--- src/lfpd_pkg.sv ---
// lfpd_pkg: shared widths, register indexes, configuration struct and the
// sensor pattern table of the line-following PID drive.
// No dependencies.
`default_nettype none

package lfpd_pkg;

   localparam int SENSOR_COUNT = 12;
   localparam int SAMPLE_W     = 12;
   localparam int SPEED_W      = 9;
   localparam int ERR_W        = 9;
   localparam int DELTA_W      = ERR_W + 1;
   localparam int GAIN_W       = 16;
   localparam int GAIN_FRAC    = 10;
   localparam int SUM_BITS_DEF = 24;
   // accumulator headroom over the error sum: gain bits, signed gain bit plus carries
   localparam int ACC_EXTRA    = GAIN_W + 3;
   // correction is clipped to this width before it meets the base speeds
   localparam int CORR_W       = 11;
   localparam int CORR_LIMIT   = 1023;
   localparam int SPEED_LIMIT  = 255;
   localparam int DRIVE_W      = 12;

   localparam int REQ_DATA_W   = SENSOR_COUNT * SAMPLE_W;
   localparam int RSP_DATA_W   = 32;
   localparam int CSR_ADDR_W   = 5;
   localparam int CSR_DATA_W   = 32;
   localparam int CSR_IDX_W    = 3;

   localparam logic [SAMPLE_W-1:0] THRESHOLD_RESET = 12'd3700;

   localparam logic signed [ERR_W-1:0] ERR_LOST_POS = 9'sd100;
   localparam logic signed [ERR_W-1:0] ERR_LOST_NEG = -9'sd100;

   // register indexes
   localparam logic [CSR_IDX_W-1:0] REG_BASE_LEFT  = 3'd0;
   localparam logic [CSR_IDX_W-1:0] REG_BASE_RIGHT = 3'd1;
   localparam logic [CSR_IDX_W-1:0] REG_GAIN_P     = 3'd2;
   localparam logic [CSR_IDX_W-1:0] REG_GAIN_I     = 3'd3;
   localparam logic [CSR_IDX_W-1:0] REG_GAIN_D     = 3'd4;
   localparam logic [CSR_IDX_W-1:0] REG_THRESHOLD  = 3'd5;
   localparam logic [CSR_IDX_W-1:0] REG_REAR_BANK  = 3'd6;

   typedef struct packed {
      logic signed [SPEED_W-1:0] base_left;
      logic signed [SPEED_W-1:0] base_right;
      logic [GAIN_W-1:0]         gain_p;
      logic [GAIN_W-1:0]         gain_i;
      logic [GAIN_W-1:0]         gain_d;
      logic [SAMPLE_W-1:0]       line_threshold;
      logic                      rear_bank;
   } cfg_type;

   // sensor pattern to position error; unlisted patterns give zero
   function automatic logic signed [ERR_W-1:0] lookup_error(
      input logic [SENSOR_COUNT-1:0] pattern);
      logic signed [ERR_W-1:0] err;
      case (pattern)
         12'hFC0: err = -9'sd50;
         12'hF80: err = -9'sd90;
         12'hF00: err = -9'sd100;
         12'h800: err = -9'sd76;
         12'hC00: err = -9'sd60;
         12'h400: err = -9'sd46;
         12'h600: err = -9'sd34;
         12'h200: err = -9'sd24;
         12'h300: err = -9'sd16;
         12'h100: err = -9'sd10;
         12'h180: err = -9'sd6;
         12'h080: err = -9'sd4;
         12'h0C0: err = -9'sd2;
         12'h070: err = 9'sd1;
         12'h030: err = 9'sd2;
         12'h010: err = 9'sd4;
         12'h018: err = 9'sd6;
         12'h008: err = 9'sd10;
         12'h00C: err = 9'sd16;
         12'h004: err = 9'sd24;
         12'h006: err = 9'sd34;
         12'h002: err = 9'sd46;
         12'h003: err = 9'sd60;
         12'h001: err = 9'sd76;
         12'h00F: err = 9'sd100;
         12'h01F: err = 9'sd90;
         12'h000: err = 9'sd100;   // line lost
         12'hFFF: err = 9'sd200;   // full cross
         12'h07F: err = 9'sd50;
         default: err = 9'sd0;
      endcase
      return err;
   endfunction

endpackage

`default_nettype wire

--- src/lfpd_error.sv ---
// lfpd_error: request register for one sensor scan, thresholding and
// pattern lookup giving the signed line error, negated for the rear bank. Uses lfpd_pkg.
`default_nettype none

module lfpd_error
   import lfpd_pkg::*;
(
   input  wire logic                       clock,
   input  wire logic                       reset,
   input  wire logic                       in_valid,
   output logic                            in_ready,
   input  wire logic [REQ_DATA_W-1:0]      in_samples,
   input  wire logic [SAMPLE_W-1:0]        line_threshold,
   input  wire logic                       rear_bank,
   output logic                            out_valid,
   input  wire logic                       out_ready,
   output logic signed [ERR_W-1:0]         out_error
);

   logic                    valid_ff, valid_in;
   logic [REQ_DATA_W-1:0]   samples_ff, samples_in;
   logic [SENSOR_COUNT-1:0] pattern;
   logic signed [ERR_W-1:0] raw_error;

   assign in_ready = !valid_ff || out_ready;

   always_comb begin
      valid_in   = valid_ff;
      samples_in = samples_ff;
      if (in_ready) begin
         valid_in   = in_valid;
         samples_in = in_samples;
      end
   end

   always_ff @(posedge clock) begin
      if (reset) begin
         valid_ff <= 1'b0;
      end else begin
         valid_ff <= valid_in;
      end
      samples_ff <= samples_in;
   end

   // sample 0 is the leftmost sensor and lands in the top pattern bit
   always_comb begin
      for (int i = 0; i < SENSOR_COUNT; i++) begin
         pattern[SENSOR_COUNT-1-i] = samples_ff[i*SAMPLE_W +: SAMPLE_W] >= line_threshold;
      end
      raw_error = lookup_error(pattern);
      out_error = rear_bank ? -raw_error : raw_error;
   end

   assign out_valid = valid_ff;

endmodule

`default_nettype wire

--- src/lfpd_pid.sv ---
// lfpd_pid: PID state (previous error, saturating error sum), the three gain
// products and their sum in Q.10. Three register stages. Uses lfpd_pkg.
`default_nettype none

module lfpd_pid
   import lfpd_pkg::*;
#(
   parameter int SUM_BITS = SUM_BITS_DEF
)(
   input  wire logic                             clock,
   input  wire logic                             reset,
   input  wire logic                             in_valid,
   output logic                                  in_ready,
   input  wire logic signed [ERR_W-1:0]          in_error,
   input  wire logic [GAIN_W-1:0]                gain_p,
   input  wire logic [GAIN_W-1:0]                gain_i,
   input  wire logic [GAIN_W-1:0]                gain_d,
   output logic                                  out_valid,
   input  wire logic                             out_ready,
   output logic signed [SUM_BITS+ACC_EXTRA-1:0]  out_acc,
   output logic signed [ERR_W-1:0]               out_error
);

   localparam int ACC_W  = SUM_BITS + ACC_EXTRA;
   localparam int GS_W   = GAIN_W + 1;
   localparam int P_W    = ERR_W + GS_W;
   localparam int I_W    = SUM_BITS + GS_W;
   localparam int D_W    = DELTA_W + GS_W;
   localparam int WIDE_W = SUM_BITS + 1;

   // state stage
   logic                      valid_a_ff, valid_a_in, ready_a;
   logic signed [ERR_W-1:0]   err_a_ff, err_a_in;
   logic signed [DELTA_W-1:0] delta_a_ff, delta_a_in;
   logic signed [ERR_W-1:0]   prev_ff, prev_in;
   logic signed [SUM_BITS-1:0] sum_ff, sum_in;
   logic signed [WIDE_W-1:0]  sum_wide;

   // product stage
   logic                      valid_b_ff, valid_b_in, ready_b;
   logic signed [ERR_W-1:0]   err_b_ff, err_b_in;
   logic signed [P_W-1:0]     p_b_ff, p_b_in;
   logic signed [I_W-1:0]     i_b_ff, i_b_in;
   logic signed [D_W-1:0]     d_b_ff, d_b_in;
   logic signed [GS_W-1:0]    gp_s, gi_s, gd_s;

   // sum stage
   logic                      valid_c_ff, valid_c_in, ready_c;
   logic signed [ERR_W-1:0]   err_c_ff, err_c_in;
   logic signed [ACC_W-1:0]   acc_c_ff, acc_c_in;

   assign ready_c  = !valid_c_ff || out_ready;
   assign ready_b  = !valid_b_ff || ready_c;
   assign ready_a  = !valid_a_ff || ready_b;
   assign in_ready = ready_a;

   // the sum register always belongs to the item held in the state stage
   always_comb begin
      valid_a_in = valid_a_ff;
      err_a_in   = err_a_ff;
      delta_a_in = delta_a_ff;
      prev_in    = prev_ff;
      sum_in     = sum_ff;
      sum_wide   = WIDE_W'(sum_ff) + WIDE_W'(in_error);
      if (ready_a) begin
         valid_a_in = in_valid;
         if (in_valid) begin
            err_a_in   = in_error;
            delta_a_in = DELTA_W'(in_error) - DELTA_W'(prev_ff);
            prev_in    = in_error;
            if (in_error == '0) begin
               sum_in = '0;
            end else if (sum_wide[WIDE_W-1] != sum_wide[WIDE_W-2]) begin
               // saturate on overflow of the sum
               sum_in = sum_wide[WIDE_W-1] ? {1'b1, {(SUM_BITS-1){1'b0}}}
                                           : {1'b0, {(SUM_BITS-1){1'b1}}};
            end else begin
               sum_in = sum_wide[SUM_BITS-1:0];
            end
         end
      end
   end

   assign gp_s = $signed({1'b0, gain_p});
   assign gi_s = $signed({1'b0, gain_i});
   assign gd_s = $signed({1'b0, gain_d});

   always_comb begin
      valid_b_in = valid_b_ff;
      err_b_in   = err_b_ff;
      p_b_in     = p_b_ff;
      i_b_in     = i_b_ff;
      d_b_in     = d_b_ff;
      if (ready_b) begin
         valid_b_in = valid_a_ff;
         err_b_in   = err_a_ff;
         p_b_in     = P_W'(err_a_ff) * P_W'(gp_s);
         i_b_in     = I_W'(sum_ff) * I_W'(gi_s);
         d_b_in     = D_W'(delta_a_ff) * D_W'(gd_s);
      end
   end

   always_comb begin
      valid_c_in = valid_c_ff;
      err_c_in   = err_c_ff;
      acc_c_in   = acc_c_ff;
      if (ready_c) begin
         valid_c_in = valid_b_ff;
         err_c_in   = err_b_ff;
         acc_c_in   = ACC_W'(p_b_ff) + ACC_W'(i_b_ff) + ACC_W'(d_b_ff);
      end
   end

   always_ff @(posedge clock) begin
      if (reset) begin
         valid_a_ff <= 1'b0;
         valid_b_ff <= 1'b0;
         valid_c_ff <= 1'b0;
         prev_ff    <= '0;
         sum_ff     <= '0;
      end else begin
         valid_a_ff <= valid_a_in;
         valid_b_ff <= valid_b_in;
         valid_c_ff <= valid_c_in;
         prev_ff    <= prev_in;
         sum_ff     <= sum_in;
      end
      err_a_ff   <= err_a_in;
      delta_a_ff <= delta_a_in;
      err_b_ff   <= err_b_in;
      p_b_ff     <= p_b_in;
      i_b_ff     <= i_b_in;
      d_b_ff     <= d_b_in;
      err_c_ff   <= err_c_in;
      acc_c_ff   <= acc_c_in;
   end

   assign out_valid = valid_c_ff;
   assign out_acc   = acc_c_ff;
   assign out_error = err_c_ff;

endmodule

`default_nettype wire

--- src/lfpd_drive.sv ---
// lfpd_drive: scales the PID sum to a correction (truncated toward zero),
// applies it to the base speeds with clamping, zeroes both speeds on a lost
// line, and holds the result register. Uses lfpd_pkg.
`default_nettype none

module lfpd_drive
   import lfpd_pkg::*;
#(
   parameter int SUM_BITS = SUM_BITS_DEF
)(
   input  wire logic                             clock,
   input  wire logic                             reset,
   input  wire logic                             in_valid,
   output logic                                  in_ready,
   input  wire logic signed [SUM_BITS+ACC_EXTRA-1:0] in_acc,
   input  wire logic signed [ERR_W-1:0]          in_error,
   input  wire logic signed [SPEED_W-1:0]        base_left,
   input  wire logic signed [SPEED_W-1:0]        base_right,
   output logic                                  out_valid,
   input  wire logic                             out_ready,
   output logic signed [SPEED_W-1:0]             out_left,
   output logic signed [SPEED_W-1:0]             out_right,
   output logic signed [ERR_W-1:0]               out_error,
   output logic                                  out_halted
);

   localparam int ACC_W = SUM_BITS + ACC_EXTRA;
   localparam logic signed [ACC_W-1:0]   ROUND_ADJ = ACC_W'((1 << GAIN_FRAC) - 1);
   localparam logic signed [ACC_W-1:0]   CORR_HI   = ACC_W'(CORR_LIMIT);
   localparam logic signed [ACC_W-1:0]   CORR_LO   = -ACC_W'(CORR_LIMIT);
   localparam logic signed [DRIVE_W-1:0] SPEED_HI  = DRIVE_W'(SPEED_LIMIT);
   localparam logic signed [DRIVE_W-1:0] SPEED_LO  = -DRIVE_W'(SPEED_LIMIT);

   logic                       valid_d_ff, valid_d_in, ready_d;
   logic signed [ERR_W-1:0]    err_d_ff, err_d_in;
   logic signed [CORR_W-1:0]   corr_d_ff, corr_d_in;
   logic signed [ACC_W-1:0]    acc_adj, corr_full;

   logic                       valid_e_ff, valid_e_in, ready_e;
   logic signed [SPEED_W-1:0]  left_ff, left_in, right_ff, right_in;
   logic signed [ERR_W-1:0]    err_e_ff, err_e_in;
   logic                       halt_ff, halt_in, halt_now;
   logic signed [DRIVE_W-1:0]  left_raw, right_raw;

   assign ready_e  = !valid_e_ff || out_ready;
   assign ready_d  = !valid_d_ff || ready_e;
   assign in_ready = ready_d;

   // divide by 1024 toward zero; clip so the narrow speed adders suffice
   always_comb begin
      acc_adj    = in_acc + (in_acc[ACC_W-1] ? ROUND_ADJ : '0);
      corr_full  = acc_adj >>> GAIN_FRAC;
      valid_d_in = valid_d_ff;
      err_d_in   = err_d_ff;
      corr_d_in  = corr_d_ff;
      if (ready_d) begin
         valid_d_in = in_valid;
         err_d_in   = in_error;
         if (corr_full > CORR_HI) begin
            corr_d_in = CORR_W'(CORR_LIMIT);
         end else if (corr_full < CORR_LO) begin
            corr_d_in = -CORR_W'(CORR_LIMIT);
         end else begin
            corr_d_in = corr_full[CORR_W-1:0];
         end
      end
   end

   always_comb begin
      left_raw   = DRIVE_W'(base_left) + DRIVE_W'(corr_d_ff);
      right_raw  = DRIVE_W'(base_right) - DRIVE_W'(corr_d_ff);
      halt_now   = (err_d_ff == ERR_LOST_POS) || (err_d_ff == ERR_LOST_NEG);
      valid_e_in = valid_e_ff;
      left_in    = left_ff;
      right_in   = right_ff;
      err_e_in   = err_e_ff;
      halt_in    = halt_ff;
      if (ready_e) begin
         valid_e_in = valid_d_ff;
         err_e_in   = err_d_ff;
         halt_in    = halt_now;
         if (halt_now) begin
            left_in  = '0;
            right_in = '0;
         end else begin
            if (left_raw >= SPEED_HI) begin
               left_in = SPEED_W'(SPEED_LIMIT);
            end else if (left_raw <= SPEED_LO) begin
               left_in = -SPEED_W'(SPEED_LIMIT);
            end else begin
               left_in = left_raw[SPEED_W-1:0];
            end
            if (right_raw >= SPEED_HI) begin
               right_in = SPEED_W'(SPEED_LIMIT);
            end else if (right_raw <= SPEED_LO) begin
               right_in = -SPEED_W'(SPEED_LIMIT);
            end else begin
               right_in = right_raw[SPEED_W-1:0];
            end
         end
      end
   end

   always_ff @(posedge clock) begin
      if (reset) begin
         valid_d_ff <= 1'b0;
         valid_e_ff <= 1'b0;
      end else begin
         valid_d_ff <= valid_d_in;
         valid_e_ff <= valid_e_in;
      end
      err_d_ff  <= err_d_in;
      corr_d_ff <= corr_d_in;
      left_ff   <= left_in;
      right_ff  <= right_in;
      err_e_ff  <= err_e_in;
      halt_ff   <= halt_in;
   end

   assign out_valid  = valid_e_ff;
   assign out_left   = left_ff;
   assign out_right  = right_ff;
   assign out_error  = err_e_ff;
   assign out_halted = halt_ff;

endmodule

`default_nettype wire

--- src/line_follow_pid_drive.sv ---
// Line-following PID drive: one sensor scan per request, one speed pair out.
// Path: a request passes the request register, PID state, products, sum,
// correction and result register before its response is valid.
// Throughput: one request per cycle; each stage advances whenever the one
// after it is empty or moving, so stalls on rsp_tready back up stage by stage.
// Reset clears the pipeline, the PID state and the registers (threshold 3700).
`default_nettype none

module line_follow_pid_drive
   import lfpd_pkg::*;
#(
   parameter int SUM_BITS = SUM_BITS_DEF
)(
   input  wire logic                   clock,
   input  wire logic                   reset,
   // sample_0 .. sample_11, 12 bits each, sample_0 lowest
   input  wire logic [REQ_DATA_W-1:0]  req_tdata,
   input  wire logic                   req_tvalid,
   output logic                        req_tready,
   // left_speed [8:0], right_speed [17:9], line_error [26:18], zero above
   output logic [RSP_DATA_W-1:0]       rsp_tdata,
   // halted
   output logic                        rsp_tuser,
   output logic                        rsp_tvalid,
   input  wire logic                   rsp_tready,
   input  wire logic                   csr_psel,
   input  wire logic                   csr_penable,
   input  wire logic                   csr_pwrite,
   input  wire logic [CSR_ADDR_W-1:0]  csr_paddr,
   input  wire logic [CSR_DATA_W-1:0]  csr_pwdata,
   output logic [CSR_DATA_W-1:0]       csr_prdata,
   output logic                        csr_pready
);

   localparam int ACC_W = SUM_BITS + ACC_EXTRA;

   cfg_type                  cfg_ff, cfg_in;
   logic [CSR_IDX_W-1:0]     csr_idx;
   logic                     csr_write;

   logic                     err_valid, err_ready;
   logic signed [ERR_W-1:0]  err_value;
   logic                     acc_valid, acc_ready;
   logic signed [ACC_W-1:0]  acc_value;
   logic signed [ERR_W-1:0]  acc_error;
   logic signed [SPEED_W-1:0] left_speed, right_speed;
   logic signed [ERR_W-1:0]  line_error;
   logic                     halted;

   assign csr_pready = 1'b1;
   assign csr_idx    = csr_paddr[CSR_ADDR_W-1:2];
   assign csr_write  = csr_psel && csr_penable && csr_pwrite && csr_pready;

   always_comb begin
      cfg_in = cfg_ff;
      if (csr_write) begin
         unique case (csr_idx)
            REG_BASE_LEFT:  cfg_in.base_left      = csr_pwdata[SPEED_W-1:0];
            REG_BASE_RIGHT: cfg_in.base_right     = csr_pwdata[SPEED_W-1:0];
            REG_GAIN_P:     cfg_in.gain_p         = csr_pwdata[GAIN_W-1:0];
            REG_GAIN_I:     cfg_in.gain_i         = csr_pwdata[GAIN_W-1:0];
            REG_GAIN_D:     cfg_in.gain_d         = csr_pwdata[GAIN_W-1:0];
            REG_THRESHOLD:  cfg_in.line_threshold = csr_pwdata[SAMPLE_W-1:0];
            REG_REAR_BANK:  cfg_in.rear_bank      = csr_pwdata[0];
            default:        cfg_in                = cfg_ff;
         endcase
      end
   end

   always_comb begin
      unique case (csr_idx)
         REG_BASE_LEFT:  csr_prdata = CSR_DATA_W'(cfg_ff.base_left);
         REG_BASE_RIGHT: csr_prdata = CSR_DATA_W'(cfg_ff.base_right);
         REG_GAIN_P:     csr_prdata = CSR_DATA_W'(cfg_ff.gain_p);
         REG_GAIN_I:     csr_prdata = CSR_DATA_W'(cfg_ff.gain_i);
         REG_GAIN_D:     csr_prdata = CSR_DATA_W'(cfg_ff.gain_d);
         REG_THRESHOLD:  csr_prdata = CSR_DATA_W'(cfg_ff.line_threshold);
         REG_REAR_BANK:  csr_prdata = CSR_DATA_W'(cfg_ff.rear_bank);
         default:        csr_prdata = '0;
      endcase
   end

   always_ff @(posedge clock) begin
      if (reset) begin
         cfg_ff.base_left      <= '0;
         cfg_ff.base_right     <= '0;
         cfg_ff.gain_p         <= '0;
         cfg_ff.gain_i         <= '0;
         cfg_ff.gain_d         <= '0;
         cfg_ff.line_threshold <= THRESHOLD_RESET;
         cfg_ff.rear_bank      <= 1'b0;
      end else begin
         cfg_ff <= cfg_in;
      end
   end

   lfpd_error u_error (
      .clock          (clock),
      .reset          (reset),
      .in_valid       (req_tvalid),
      .in_ready       (req_tready),
      .in_samples     (req_tdata),
      .line_threshold (cfg_ff.line_threshold),
      .rear_bank      (cfg_ff.rear_bank),
      .out_valid      (err_valid),
      .out_ready      (err_ready),
      .out_error      (err_value)
   );

   lfpd_pid #(
      .SUM_BITS (SUM_BITS)
   ) u_pid (
      .clock     (clock),
      .reset     (reset),
      .in_valid  (err_valid),
      .in_ready  (err_ready),
      .in_error  (err_value),
      .gain_p    (cfg_ff.gain_p),
      .gain_i    (cfg_ff.gain_i),
      .gain_d    (cfg_ff.gain_d),
      .out_valid (acc_valid),
      .out_ready (acc_ready),
      .out_acc   (acc_value),
      .out_error (acc_error)
   );

   lfpd_drive #(
      .SUM_BITS (SUM_BITS)
   ) u_drive (
      .clock      (clock),
      .reset      (reset),
      .in_valid   (acc_valid),
      .in_ready   (acc_ready),
      .in_acc     (acc_value),
      .in_error   (acc_error),
      .base_left  (cfg_ff.base_left),
      .base_right (cfg_ff.base_right),
      .out_valid  (rsp_tvalid),
      .out_ready  (rsp_tready),
      .out_left   (left_speed),
      .out_right  (right_speed),
      .out_error  (line_error),
      .out_halted (halted)
   );

   assign rsp_tdata = {{(RSP_DATA_W - SPEED_W - SPEED_W - ERR_W){1'b0}},
                       line_error, right_speed, left_speed};
   assign rsp_tuser = halted;

endmodule

`default_nettype wire

--- config.mk ---
export PLATFORM = sky130hd
export DESIGN_NAME = line_follow_pid_drive
export DESIGN_NICKNAME = d
export VERILOG_FILES = /design/src/lfpd_pkg.sv /design/src/lfpd_error.sv /design/src/lfpd_pid.sv /design/src/lfpd_drive.sv /design/src/line_follow_pid_drive.sv
export SDC_FILE = /design/constraint.sdc
export NUM_CORES = 2
export LEC_CHECK = 0
export ABC_AREA = 1
export BUFFER_PORTS_ARGS = -buffer_cell sky130_fd_sc_hd__buf_2
export CAP_MARGIN = 5
export CORE_MARGIN = 8
export CORE_UTILIZATION = 69
export DETAILED_ROUTE_END_ITERATION = 8
export GPL_ROUTABILITY_DRIVEN = 0
export PLACE_DENSITY = 0.88
export SLEW_MARGIN = 15
export SYNTH_ARGS = -nofsm -noshare
export SYNTH_HDL_FRONTEND = slang
export SYNTH_HIERARCHICAL = 1
export SYNTH_SLANG_ARGS = --single-unit
--- constraint.sdc ---
create_clock -name clock -period 9.3 [get_ports clock]
set_clock_uncertainty 0.1 [all_clocks]
set_input_delay 0.465 -clock clock [delete_from_list [all_inputs] [get_ports clock]]
set_output_delay 0.465 -clock clock [all_outputs]
set_load 0.05 [all_outputs]
==> summary.txt <==
Outcome
  • Failing checks: design-rule violations
  • Status: finished, violations left

Floorplan
  • Die Width: 301 um
  • Core area: 0.0805 mm^2
  • I/O pin cnt: 256
  • Row count: 104
  • Initial Utilization: 69.6%
  • Die height: 301 um
  • Die Area: 0.0906 mm^2

CTS
  • Setup Buffers After CTS: 0
  • Clk pin slew, worst setup/hold paths: 0.07 ns
  • CTS tree: yes
  • CTS buffer count: 53
  • Worst skew pair latency: 0.65 ns
  • H-Tree Level Count: 2
  • Longest Clk Path Bufs: 3
  • Root buf cell: clkbuf_16
  • CTS resizes: 0
  • Clk sinks: 484

Synth
  • Top post-synthesis cells by area: fa_1 (23%), edfxtp_1 (20%), nand2_1 (12%), ha_1 (11%), inv_1 (10%)
  • Sequential fraction of the synthesis area: 23.8%
  • Cell taking the most area after synthesis: fa_1
  • Prevailing post-synth register cell: edfxtp_1
  • Async set-or-reset flop fraction in the synthesized netlist: 0%
  • Synth Warn #: 6
  • #FFs+latches synth: 484
  • Post-Synth Adder-Cell Area: 33.7%
  • Synth Area in XOR/XNOR: 2.52%
  • Largest family of logic cells by synthesized area: adder cells
  • Fraction of synthesized area in multiplexers: 0%
  • Synth top area share: 22.6%
  • Cell Area, Synth: 0.0561 mm^2
  • Netlist cell types: 60
  • Most frequent cell after synthesis: nand2_1
  • Post-Synth Simple-Gate Area: 22.6%
  • Synth cell count leaders: nand2_1 (1863), inv_1 (1503), fa_1 (633), nor2_1 (516), ha_1 (498)
  • Post-synthesis instance total: 7022
  • Post-synthesis compound-gate area fraction: 5.17%
  • Number of synthesized flops with an enable pin: 366
  • Synthesized area per cell: 7.98 um^2

Critical path
  • Crit path launch: cfg_ff[12]
  • Worst R2R Start: cfg_ff[12]
  • CP Max Fanout: 23
  • Most used cell, CP: nand2_1
  • Cell family with most CP delay: simple AND/OR/NAND/NOR gates
  • CP Launch Type: register
  • Max stage delay on crit path: 0.73 ns
  • WP data arrival: 7.63 ns
  • Worst EP required: 9.73 ns
  • Crit-path slowest cell: nand2_1
  • CP Capture Type: register
  • CP Class: register to register
  • WP buf/inv: 5

Final layout
  • FILL cells: 5047
  • Final core occ: 75.9%
  • Area added between synthesis and finish: 9.03%
  • Share of layout cells above drive strength 1: 7.27%
  • Final net count: 8582

Timing
  • Crit path time final: 7.20 ns
  • FMAX: 139 MHz
  • Hold slack: 0.138 ns
  • Relative slew slack: 24.5%
  • RSZ-0062 raised after global routing: false
  • Final Hold Fails: 0
  • Setup Viol. Count Final: 0
  • Least-Margin Pin Slew: 1.13 ns
  • Final period util: 77.4%
  • Fin Setup TNS: 0 ns
  • Slew Viols, Final: 0

Worst hold path
  • Worst hold path type: primary input to register
  • Hold Crit Start: csr_pwdata[15]

Power
  • Max VDD drop: 0.191 mV
  • Clk pwr share: 25.4%
  • P_int: 5.27 mW
  • Power Density: 150 mW/mm^2
  • Sw Ratio: 42.7%
  • Logic pwr share: 40.0%
  • Seq pwr share: 34.5%
  • Leak: 33.3 nW
  • Sw Pwr: 3.92 mW

GRT
  • Total grt overflow: 0
  • Initial antenna violation count: 20
  • First-pass GRT wire length: 268 mm
  • Number of global-route vias before repair: 52700
  • Largest net degree at the start of global routing: 80
  • Total GRT Usage: 37.1%

Drt
  • Vias post-DR: 50700
  • Initial DRC count: 6706
  • Via/cell ratio: 6.04
  • Wire per inst: 20.3 um
  • First-pass detailed-route iteration total: 9
  • Post-route DRC: 1
  • Routed WL: 170 mm
  • Remaining antenna violation count: 0

Placement
  • IO buf count: 231
  • Post-DP HPWL: 118 mm

Flow run
  • MaxCap Viol Count: 0
-- layout make-up --
cell class                 count  area [um^2]  share of cell area (%)
multi-input combinational   4796        35900                    58.8
inverter                    1518         5710                    9.34
antenna                       12         30.0                  0.0491
timing repair buffer         410         2880                    4.71
clock inverter                32          418                   0.684
clock buffer                  68         1470                    2.40
sequential                   484        13400                    21.8
tap                         1060         1330                    2.17
-- through the flow --
| stage | worst slack [ns] | total power, mW | std cells | cell area, um^2 |
|---|---|---|---|---|
| 2_1_floorplan | 2.34 | 5.59 | 7026 | 56100 |
| 3_3_place_gp | 2.75 | 6.43 | 8116 | 57700 |
| 3_5_place_dp | 2.59 | 6.59 | 8116 | 57700 |
| 4_1_cts | 2.55 | 8.94 | 8368 | 61100 |
| 5_1_grt | 1.75 | 9.58 | 8379 | 61100 |
| 6_report | 2.10 | 9.18 | 8380 | 61100 |
-- power groups by stage --
stage                     clock (mW)  combinational [mW]  sequential [mW]
after floorplan                    0                2.54             3.05
final                           2.33                3.68             3.17
after global placement             0                3.28             3.16
after CTS                       2.29                3.52             3.14
after detailed placement           0                3.41             3.18
after global routing            2.40                3.99             3.19
-- what timing repair did --
| action | CTS | global route |
|---|---|---|
| setup endpoints to repair | 0 | 0 |
| hold endpoints to repair | 152 | 0 |
| hold buffers | 152 | 0 |
-- path summary, 6_finish.rpt --
path                        endpoint  slack (ns)  depth (start not counted)
setup / recovery     u_pid/sum_ff[3]        2.10                         31
hold / removal            cfg_ff[44]        0.14                          5
setup reg to reg     u_pid/sum_ff[3]        2.10                         31
hold reg to reg   u_pid/out_error[8]        0.31                          0
-- worst register-to-register path, delay by kind of cell, from the launching register on --
family          cells  cell delay [ns]
compound gates      3             0.92
flops               1             0.38
fa+ha+maj           3             1.20
simple gates       20             3.73
buf+inv             5             0.75
-- per-layer routing --
layer,routed length (um),vias up,global-route usage (%)
met1,56900,23500,42.0
met3,20400,1243,10.1
met5,120,-,0
li1,-,22000,-
met4,15100,18,27.4
met2,77700,3844,60.2
-- registers in the layout, indices dropped and copies added (netlist names), 9 cells and up --
signal	cells
u_drive/err_d_ff	9
u_pid/err_a_ff	9
u_pid/i_b_ff	41
u_pid/out_acc	43
u_drive/out_error	9
u_pid/sum_ff	24
u_error/samples_ff	144
u_drive/corr_d_ff	11
u_pid/err_b_ff	9
cfg_ff	79
u_pid/out_error	9
u_drive/out_left	9
u_pid/p_b_ff	26
u_pid/delta_a_ff	10
u_pid/prev_ff	9
u_pid/d_b_ff	27
u_drive/out_right	9
-- logic make-up after synthesis --
| kind of cell | count (synthesis) |
|---|---|
| simple gates | 3001 |
| buf+inv | 1746 |
| fa+ha+maj | 1131 |
| compound gates | 497 |
| flops | 484 |
| xor+xnor | 161 |
| other cells | 2 |
-- cell usage in the layout (no fill, tap or decap), types with 24 or more instances in the layout --
cell           instances
clkbuf_16             55
ha_1                 498
dfxtp_1              117
nand3b_1              30
nor3_1                30
fa_1                 633
a21oi_2               24
dlygate4sd3_1        152
nand2_2               43
a21o_1                24
o21ai_0              107
inv_1               1502
nand3_1              316
a21oi_1              245
nor2_1               516
buf_4                 27
edfxtp_1             366
xnor2_1               54
nand2_1             1860
nor2_2                24
nand4_1               86
xor2_1               107
buf_2                231
Note: power is estimated with default switching activity, not from simulation.
